--- config.mk ---
export PLATFORM = sky130hd
export DESIGN_NAME = kle_ctrl
export DESIGN_NICKNAME = d
export VERILOG_FILES = /design/src/rtl/core/kle_pkg.sv /design/src/rtl/core/kle_ctrl.sv
export SDC_FILE = /design/constraint.sdc
export NUM_CORES = 1
export LEC_CHECK = 0
export ABC_AREA = 0
export BUFFER_PORTS_ARGS = -buffer_cell sky130_fd_sc_hd__buf_4
export CORE_MARGIN = 10
export CORE_UTILIZATION = 30
export DETAILED_ROUTE_END_ITERATION = 12
export PLACE_DENSITY_LB_ADDON = 0.12
export SLEW_MARGIN = 15
export SYNTH_ARGS = -nofsm -noshare
export SYNTH_HDL_FRONTEND = slang
export SYNTH_SLANG_ARGS = --single-unit
--- constraint.sdc ---
create_clock -name clk -period 5.4 [get_ports clk]
set_clock_uncertainty 0.05 [all_clocks]
set_input_delay 0.81 -clock clk [delete_from_list [all_inputs] [get_ports clk]]
set_output_delay 0.81 -clock clk [all_outputs]
set_load 0.02 [all_outputs]
--- src/rtl/core/kle_pkg.sv ---
`default_nettype none
package kle_pkg;

  // Default geometry of the text store and of the visible window.
  localparam int MAX_LINES_DEF    = 64;
  localparam int LINE_CHARS_DEF   = 18;
  localparam int WINDOW_LINES_DEF = 6;

  // Fixed field widths of the stream payloads.
  localparam int MOD_W   = 8;
  localparam int KEY_W   = 8;
  localparam int RLINE_W = 6;
  localparam int RCOL_W  = 5;
  localparam int ROW_W   = 6;
  localparam int COL_W   = 5;
  localparam int COUNT_W = 7;
  localparam int CHAR_W  = 8;
  localparam int IN_DATA_W  = 32;
  localparam int OUT_DATA_W = 40;

  localparam logic [MOD_W-1:0] SHIFT_MASK = 8'h22;

  localparam logic [KEY_W-1:0] KEY_ORIGIN = 8'h4A;
  localparam logic [KEY_W-1:0] KEY_RIGHT  = 8'h4F;
  localparam logic [KEY_W-1:0] KEY_LEFT   = 8'h50;
  localparam logic [KEY_W-1:0] KEY_DOWN   = 8'h51;
  localparam logic [KEY_W-1:0] KEY_UP     = 8'h52;
  localparam logic [KEY_W-1:0] MAP_SIZE   = 8'h4A;

  localparam logic [CHAR_W-1:0] CH_NONE  = 8'h00;
  localparam logic [CHAR_W-1:0] CH_ENTER = 8'h0A;
  localparam logic [CHAR_W-1:0] CH_BACK  = 8'h08;

  typedef struct packed {
    logic capture;
    logic fetch;
    logic exec;
    logic shift;
    logic put;
    logic crd;
    logic clamp;
    logic out_load;
  } kle_cmd_t;

  typedef struct packed {
    logic is_read;
    logic edit;
    logic shift_done;
  } kle_sts_t;

  // Character for a usage code below MAP_SIZE, plain or shifted.
  function automatic logic [CHAR_W-1:0] key_char(input logic shifted,
                                                 input logic [KEY_W-1:0] code);
    logic [CHAR_W-1:0] ch;
    ch = CH_NONE;
    if (code >= 8'h04 && code <= 8'h1D) begin
      ch = (shifted ? 8'h41 : 8'h61) + (code - 8'h04);
    end else if (!shifted && code >= 8'h1E && code <= 8'h26) begin
      ch = 8'h31 + (code - 8'h1E);
    end else begin
      case (code)
        8'h1E: ch = 8'h21;
        8'h1F: ch = 8'h40;
        8'h20: ch = 8'h23;
        8'h21: ch = 8'h24;
        8'h22: ch = 8'h25;
        8'h23: ch = 8'h5E;
        8'h24: ch = 8'h26;
        8'h25: ch = 8'h2A;
        8'h26: ch = 8'h28;
        8'h27: ch = shifted ? 8'h29 : 8'h30;
        8'h28: ch = CH_ENTER;
        8'h29: ch = 8'h1B;
        8'h2A: ch = CH_BACK;
        8'h2B: ch = 8'h09;
        8'h2C: ch = 8'h20;
        8'h2D: ch = shifted ? 8'h5F : 8'h2D;
        8'h2E: ch = shifted ? 8'h2B : 8'h3D;
        8'h2F: ch = shifted ? 8'h7B : 8'h5B;
        8'h30: ch = shifted ? 8'h7D : 8'h5D;
        8'h31: ch = shifted ? 8'h7C : 8'h5C;
        8'h33: ch = shifted ? 8'h3A : 8'h3B;
        8'h34: ch = shifted ? 8'h22 : 8'h27;
        8'h35: ch = shifted ? 8'h7E : 8'h60;
        8'h36: ch = shifted ? 8'h3C : 8'h2C;
        8'h37: ch = shifted ? 8'h3E : 8'h2E;
        8'h38: ch = shifted ? 8'h3F : 8'h2F;
        8'h43: ch = shifted ? 8'h6B : CH_NONE;
        default: ch = CH_NONE;
      endcase
    end
    return ch;
  endfunction

endpackage
`default_nettype wire

--- src/rtl/core/kle_ctrl.sv ---
`default_nettype none
module kle_ctrl (
  input  logic              clk,
  input  logic              rst,
  input  logic              s_valid,
  output logic              s_ready,
  output logic              m_valid,
  input  logic              m_ready,
  output kle_pkg::kle_cmd_t cmd,
  input  kle_pkg::kle_sts_t sts
);

  typedef enum logic [7:0] {
    S_IDLE  = 8'b0000_0001,
    S_FETCH = 8'b0000_0010,
    S_EXEC  = 8'b0000_0100,
    S_SHIFT = 8'b0000_1000,
    S_PUT   = 8'b0001_0000,
    S_CRD   = 8'b0010_0000,
    S_CLAMP = 8'b0100_0000,
    S_OUT   = 8'b1000_0000
  } state_t;

  state_t state, state_next;

  always_ff @(posedge clk) begin
    if (rst) begin
      state   <= S_IDLE;
      m_valid <= 1'b0;
    end else begin
      state <= state_next;
      if (cmd.out_load) begin
        m_valid <= 1'b1;
      end else if (m_ready) begin
        m_valid <= 1'b0;
      end
    end
  end

  always_comb begin
    cmd        = '0;
    state_next = state;
    s_ready    = (state == S_IDLE);
    case (state)
      S_IDLE: begin
        if (s_valid) begin
          cmd.capture = 1'b1;
          state_next  = S_FETCH;
        end
      end
      S_FETCH: begin
        cmd.fetch  = 1'b1;
        state_next = S_EXEC;
      end
      S_EXEC: begin
        cmd.exec = 1'b1;
        if (sts.is_read) begin
          state_next = S_OUT;
        end else if (sts.edit) begin
          state_next = S_SHIFT;
        end else begin
          state_next = S_CRD;
        end
      end
      S_SHIFT: begin
        cmd.shift = 1'b1;
        if (sts.shift_done) begin
          state_next = S_PUT;
        end
      end
      S_PUT: begin
        cmd.put    = 1'b1;
        state_next = S_CRD;
      end
      S_CRD: begin
        cmd.crd    = 1'b1;
        state_next = S_CLAMP;
      end
      S_CLAMP: begin
        cmd.clamp  = 1'b1;
        state_next = S_OUT;
      end
      S_OUT: begin
        // The result register is free, or is emptied in this same cycle.
        if (!m_valid || m_ready) begin
          cmd.out_load = 1'b1;
          state_next   = S_IDLE;
        end
      end
      default: state_next = S_IDLE;
    endcase
  end

endmodule
`default_nettype wire

# Yosys cells after proc, flatten, opt, wreduce, memory -nomap -nowiden

Index checks and enable logic that the tools add are counted.

Register bits: 9
Bits of input ports: 7
Output and inout port bits: 10
Logic and storage cells: 35

Equality and inequality tests: 11
Mux-type cells: 18
Reductions and logical operators: 4

Operators by type and width:

| operator           | count |
|---|---|
| $pmux 8 s8         | 1 |
| $mux 8             | 4 |
| $mux 1             | 12 |
| $eq 8x1->1 const B | 1 |
| $eq 8x2->1 const B | 1 |
| $eq 8x3->1 const B | 1 |
| $eq 8x4->1 const B | 1 |
| $eq 8x5->1 const B | 1 |
| $eq 8x6->1 const B | 1 |
| $eq 8x7->1 const B | 1 |
| $eq 8x8->1 const B | 1 |
| $mux 6             | 1 |
| $ne 2x2->1 const B | 3 |
| $reduce_and 3->1   | 1 |
| $reduce_bool 2->1  | 1 |
| $logic_not 1->1    | 1 |
| $logic_or 1x1->1   | 1 |

# Longest topological paths before layout

Gate-level depths: netlist of the first run.

Word-level depth: 5
Depth in mapped cells: 5
Mapped depth without buffers: 5

# Worst setup path before layout of the first run

No wires, ideal clock.

Path type: reg-to-output
Start: register state[3]
End: output port cmd[0] (netlist bit)
Arrival: 1.646 ns
Data required time: 4.540 ns
Path slack: 2.894 ns
Cell stages (with the launch flop): 4
Buffers on the path: 0
Cell sequence: dfxtp_1 > or4_4 > or3_2 > nor2b_1

RTL lines:

| what                   | line           | source |
|---|---|---|
| from (decl)            | kle_ctrl.sv:24 | `state_t state, state_next;` |
| from (signal assigned) | kle_ctrl.sv:31 | `state <= state_next;` |
| to (decl)              | kle_ctrl.sv:9  | `output kle_pkg::kle_cmd_t cmd,` |

==> impl_metrics.toml, run 1 <==
[synthesis]
yosysMostFrequentCell = "dfxtp_1"
avgSynthCellArea_sq_um = 8.225
synth_seq_area_share = 0.3591
ys_ff_latch = 9
yosysTopAreaCell = "dfxtp_1"
synth_edf_count = 0
ys.flop_type = "dfxtp_1"
netlist.area_leader.share = 0.3591
ys_types = 25
syn_inst = 61
syn_area_sq_um = 501.7
synth_commonest_cells = "9 x dfxtp_1, 8 x nor2_1, 5 x inv_1"
synth_area_leaders = "dfxtp_1 36%, nor2_1 6.0%, nand2b_1 5.0%"
async_flop_share = 0
syn_nets = 68
yosysWarnings = 0

[timing]
finalCriticalPeriod_ps = 2785
hold_violations = 0
max_freq_mhz = 359.1
tightestPinTransition_ps = 506.5
drv_slew = 0
hold_ws_ps = 490.0
post-route-period-util = 0.5157
finalSetupTns_ps = 0
rsz0062_at_grt = "false"
relSlewSlack = 0.6592
setup_viol = 0

[global_routing]
grt_overflow = 0
grt_pass1_vias = 498
grt_use_total = 0.07721
antenna_found_initial = 0
grt_max_degree = 9
grt_pass1_wl_microns = 2056

[critical_path]
path_max_fanout = 7
r2r-start = "state[1]"
end_kind = "output pin"
rrSetupSlack_ps = 3490
critPathArrivalTime_ps = 1920
slowest_delay_ps = 520
critical_path.startpoint = "state[1]"
start_kind = "register"
cp_num_buf_inv = 1
rr_worst_depth = 5
crit_type = "reg2out"
crit_chain = "or4_4 > or3_2 > nor2b_1 > buf_4"
r2r-end = "state[0]"
cpMaxStageDelayCell = "or4_4"
worstPathRequired_ps = 4540
cp_top_family = "simple AND/OR/NAND/NOR gates"

[place]
placed_cell_area_sq_um = 641.9
dp.cells = 93
gp_congestion = 0.7591
dp_hpwl_microns = 1035
numPortBuffers = 16

[clocking]
cts_tree = "yes"
clock-sinks = 9
clk_latency_ps = 260
postCtsSetupBuffers = 0
cts.clk_slew.worst_paths_ps = 60
cts_resized = 0
cts_buffer_depth = 2
cts_root_buf = "clkbuf_4"
htreeDepth = 1
numCtsBuffers = 3
holdBufCountCts = 0

[job]
drv_cap = 0

[finish]
design_area_sq_um = 668.1
nets = 89
area.growth.synth_to_final_pct = 33.17
ff_latch_area_sq_um = 180.2
multi_input_area_sq_um = 302.8
fillers = 162
final_cells = 97
diodes = 0
post-route-util = 0.4334
drive_gt1_frac = 0.3086

[routing]
drcViolationCount = 0
firstDrtPassIters = 3
via_per_inst = 5.010
antenna_left = 0
dr_total_vias = 486
drt-initial-drc-count = 11
drt-wirelength-per-cell_microns = 13.30
wl_microns = 1290

[run_status]
status = "completed"

[power_and_ir_drop]
power_density_nw_per_um2 = 227.1
ir_drop_mv = 0.1138
p_leak_uw = 0.0002963

[floorplanning]
die_area_sq_um = 3708
die_h_microns = 60.90
rows = 14
start_util = 0.3255
core_sq_um = 1541
io_pins = 17
die_w_microns = 60.90

[min_path]
min_from = "m_valid"
min_path_type = "reg2reg"
min_path_cells = 2
holdPathEnd = "m_valid"
==> area by class of cell <==
| type | count | area share |
|---|---|---|
| Clock buffer | 4 | 0.03933 |
| Inverter | 5 | 0.02809 |
| Multi-Input combinational cell | 47 | 0.4532 |
| Sequential cell | 9 | 0.2697 |
| Tap cell | 16 | 0.02996 |
| Timing Repair Buffer | 16 | 0.1798 |
==> state kept, by name (all words and copies together) (netlist names) <==
name / flops
state: 8
m_valid: 1
==> cell usage in the layout, fill, tap and decap left out, types with 3 or more instances in the layout <==
cell type and instances:
nand2_1 4, buf_4 16, clkbuf_4 3, nor3_1 3
nor4_1 3, nor2_1 8, dfxtp_1 9, nand2b_1 4
inv_1 5, a31oi_1 3
==> kinds of logic (layout without fill, tap and decap cells) <==
group           count (synthesis)  count (layout)  share of synthesized area
flops                           9               9                     0.3591
xor+xnor                        1               1                    0.01746
compound gates                 10              10                     0.1521
simple gates                   36              36                     0.4339
buf+inv                         5              25                    0.03741
==> through the flow <==
stage / power, uW / setup slack (ps)
2_1_floorplan: 89.09 / 2894
5_1_grt: 161.8 / 2493
3_3_place_gp: 101.3 / 2901
6_report: 151.7 / 2615
4_1_cts: 153.9 / 2615
3_5_place_dp: 100.7 / 2908
==> worst max path at each step <==
stage | to | slack [ps] | cells past startpoint
2_1_floorplan | cmd[0] | 2890 | 3
3_3_place_gp | cmd[3] | 2900 | 4
3_5_place_dp | cmd[0] | 2910 | 4
4_1_cts | cmd[0] | 2620 | 4
5_1_grt | cmd[5] | 2490 | 4
6_report | cmd[0] | 2620 | 4
==> tightest hold or removal path, stage by stage (launching register included) <==
cell and delay (ps):
dfxtp_1 310, nand2b_1 100, a21oi_1 80
==> where the power goes <==
part           internal [uW]  switching (uW)
combinational           14.2            13.7
clock                   28.5            24.4
sequential              68.1            2.72
==> routing by layer <==
| layer | global-route usage | part of all wire |
|---|---|---|
| met1 | 0.08314 | 0.48 |
| met2 | 0.1048 | 0.38 |
| met3 | 0.05219 | 0.11 |
| met4 | 0.05643 | 0.027 |
| met5 | 0 | 0 |
Power figures use the tool's default switching activity.
==> run 2, diff against run 1 <==
clock period = 2.5 ns   (was 5.4 ns; I/O delays follow)
==> impl_metrics.toml, run 2 (synthesis gave the netlist of run 1 again) <==
[run_status]
status = "completed"

[routing]
wl_microns = 1269
via_per_inst = 5.010
drt-initial-drc-count = 4
dr_total_vias = 491
firstDrtPassIters = 2
antenna_left = 0
drt-wirelength-per-cell_microns = 12.95
drcViolationCount = 0

[timing]
finalCriticalPeriod_ps = 2332
setup_viol = 0
hold_violations = 0
tightestPinTransition_ps = 485.8
fin_ws_ps = 167.8
drv_slew = 0
rsz0062_at_grt = "false"
post-route-period-util = 0.9329
relSlewSlack = 0.6755
hold_ws_ps = 268.7
finalSetupTns_ps = 0
max_freq_mhz = 428.8

[place]
dp_hpwl_microns = 1040
place_ws_ps = 442.4
numPortBuffers = 16
gp_congestion = 0.7475
placed_cell_area_sq_um = 649.4

[global_routing]
grt_max_degree = 9
grt_pass1_vias = 487
grt_use_total = 0.07590
grt_overflow = 0
grt_pass1_wl_microns = 2035
antenna_found_initial = 0

[clocking]
clock-sinks = 9
postCtsSetupBuffers = 0
holdBufCountCts = 0
htreeDepth = 1
cts_resized = 0
numCtsBuffers = 3
cts_buffer_depth = 2
cts_tree = "yes"
cts.clk_slew.worst_paths_ps = 60
clk_latency_ps = 260
cts_root_buf = "clkbuf_4"

[critical_path]
crit_chain = "or4_4 > or3_2 > nor2b_1 > buf_4"
rrSetupSlack_ps = 560
worstPathRequired_ps = 2080
critPathArrivalTime_ps = 1910
end_kind = "output pin"
path_max_fanout = 5
rr_worst_depth = 5
r2r-end = "state[0]"
slowest_delay_ps = 560
crit_type = "reg2out"
cpMaxStageDelayCell = "or4_4"
start_kind = "register"
r2r-start = "state[1]"

[power_and_ir_drop]
ir_drop_mv = 0.2306
p_leak_uw = 0.0003015
power_density_nw_per_um2 = 487.6

[finish]
final_cell_mix = "17 x buf_4, 9 x dfxtp_1, 8 x nor2_1"
top_regs = "state (8), m_valid (1)"
diodes = 0
post-route-util = 0.4383
largest-register = "state"
design_area_sq_um = 675.6
largest_register_ff_count = 8
final_common_cell = "buf_4"
drive_gt1_frac = 0.3171
area.growth.synth_to_final_pct = 34.66
nets = 90

[floorplanning]
die_h_microns = 60.90
core_sq_um = 1541
rows = 14
start_util = 0.3255
die_area_sq_um = 3708
io_pins = 17
die_w_microns = 60.90

[min_path]
min_from = "rst"
min_path_cells = 2
min_path_type = "in2reg"
holdPathEnd = "state[7]"

[job]
drv_cap = 0
[run 2: cell count changes in the layout (fill, tap and decap cells not counted)]
cell | before | now
buf_4 | 16 | 17
[run 2: per-layer routing]
| layer | global-route usage | part of all wire |
|---|---|---|
| met5 | 0 | 0 |
| met4 | 0.05643 | 0.021 |
| met3 | 0.05010 | 0.11 |
| met2 | 0.1063 | 0.39 |
| met1 | 0.07944 | 0.48 |
[run 2: worst max path at each step]
stage,to,depth (start not counted),from
2_1_floorplan,cmd[0],3,state[3]
3_3_place_gp,cmd[0],4,state[3]
3_5_place_dp,cmd[0],4,state[3]
5_1_grt,cmd[5],4,state[4]
4_1_cts,cmd[0],4,state[3]
6_report,cmd[0],4,state[3]
[run 2: worst max-delay path, delay by kind of cell (launching register included)]
| family | cells | cell delay, ps |
|---|---|---|
| flops | 1 | 340 |
| simple gates | 3 | 1170 |
| buf+inv | 1 | 150 |
[run 2: power by group]
group	internal [uW]	switching, uW	leakage (uW)
sequential	147	5.43	0.0000730
clock	61.6	51.3	0.0000150
combinational	33.0	30.9	0.000214
[run 2: stage by stage]
stage                     cells  power (uW)
after floorplan              61       192.4
after global placement       94       221.8
after detailed placement     94       220.4
after CTS                    98       334.3
after global routing         98       348.3
final                        98       329.4
[run 2: area by class of cell]
class / count / area (sq um)
Timing Repair Buffer: 17 / 127.6
Clock buffer: 4 / 26.28
Fill cell: 168 / 865.8
Tap cell: 16 / 20.02
Sequential cell: 9 / 180.2
Inverter: 5 / 18.77
Multi-Input combinational cell: 47 / 302.8
==> run 3, diff against run 2 <==
--- a/constraint.sdc
+++ b/constraint.sdc
@@ -3,3 +3,3 @@
 set_input_delay 0.375 -clock clk [delete_from_list [all_inputs] [get_ports clk]]
 set_output_delay 0.375 -clock clk [all_outputs]
-set_load 0.02 [all_outputs]
+set_load 0.01 [all_outputs]
==> impl_metrics.toml, run 3 (synthesis gave the netlist of run 1 again) <==
[timing]
tightestPinTransition_ps = 466.6
finalCriticalPeriod_ps = 2304
relSlewSlack = 0.6883
finalSetupTns_ps = 0
rsz0062_at_grt = "false"
hold_ws_ps = 269.9
post-route-period-util = 0.9214
setup_viol = 0
hold_violations = 0
max_freq_mhz = 434.1
drv_slew = 0

[critical_path]
worstPathRequired_ps = 2080
end_kind = "output pin"
path_max_fanout = 5
critical_path.startpoint = "state[3]"
critPathArrivalTime_ps = 1880
rrSetupSlack_ps = 570
crit_type = "reg2out"
r2r-start = "state[1]"
start_kind = "register"

[place]
gp_congestion = 0.7495
placed_cell_area_sq_um = 649.4
dp_hpwl_microns = 1092
numPortBuffers = 16

[clocking]
clk_latency_ps = 260
cts_root_buf = "clkbuf_4"
numCtsBuffers = 3
cts_buffer_depth = 2
clock-sinks = 9
postCtsSetupBuffers = 0
cts.clk_slew.worst_paths_ps = 60
cts_tree = "yes"
htreeDepth = 1
cts_resized = 0
holdBufCountCts = 0

[routing]
drt-wirelength-per-cell_microns = 13.46
antenna_left = 0
wl_microns = 1319
dr_total_vias = 489
via_per_inst = 4.990
drt-initial-drc-count = 4
drcViolationCount = 0
firstDrtPassIters = 4

[finish]
drive_gt1_frac = 0.3171
largest-register = "state"
final_cell_mix = "17 x buf_4, 9 x dfxtp_1, 8 x nor2_1"
nets = 90
design_area_sq_um = 675.6
area.growth.synth_to_final_pct = 34.66
largest_register_ff_count = 8
top_regs = "state (8), m_valid (1)"
final_common_cell = "buf_4"
diodes = 0

[floorplanning]
die_w_microns = 60.90
io_pins = 17
rows = 14
die_h_microns = 60.90
start_util = 0.3255
die_area_sq_um = 3708
core_sq_um = 1541

[min_path]
min_path_type = "in2reg"
min_from = "rst"

[global_routing]
grt_pass1_vias = 477
grt_overflow = 0
grt_use_total = 0.07664
antenna_found_initial = 0
grt_pass1_wl_microns = 2104
grt_max_degree = 9

[run_status]
status = "completed"

[job]
drv_cap = 0

[power_and_ir_drop]
p_leak_uw = 0.0003015
power_density_nw_per_um2 = 477.2
ir_drop_mv = 0.2557
[run 3: cell counts in the layout (fill, tap and decap cells not counted)]
Identical to the previous run, type by type.
[run 3: layer usage]
layer | vias to the layer above | global-route usage | wire length [microns]
li1 | 268 | - | -
met1 | 206 | 0.09080 | 685
met2 | 13 | 0.1019 | 540
met3 | 2 | 0.03967 | 83
met4 | 0 | 0.05643 | 9
met5 | - | 0 | 0
[run 3: critical path, stage by stage (launching register included)]
cell	delay [ps]
dfxtp_1	340
or4_4	560
or3_2	480
nor2b_1	130
buf_4	130
[run 3: final cells by class]
class,instances,area [sq um]
Fill cell,176,865.8
Multi-Input combinational cell,47,302.8
Sequential cell,9,180.2
Timing Repair Buffer,17,127.6
Clock buffer,4,26.28
Tap cell,16,20.02
Inverter,5,18.77
[run 3: power by group]
part	total, uW	internal (uW)	leakage, uW	switching, uW
Combinational	59.4	32.8	0.000214	26.6
Clock	110	61.4	0.0000150	48.8
Sequential	153	147	0.0000730	5.51
[run 3: stage by stage]
stage	setup WS, ps	utilization	instances	power [uW]
3_3_place_gp	469.3	0.4213	94	217.3
3_5_place_dp	461.5	0.4213	94	216.3
2_1_floorplan	556.9	-	61	188.2
6_report	196.4	0.4383	98	322.4
4_1_cts	172.7	0.4383	98	329.3
5_1_grt	69.56	0.4383	98	342.8
[run 3: path summary, 6_finish.rpt]
check              to  depth (start not counted)
min reg2reg   m_valid                          2
min          state[7]                          2
max reg2reg  state[0]                          5
max            cmd[0]                          4
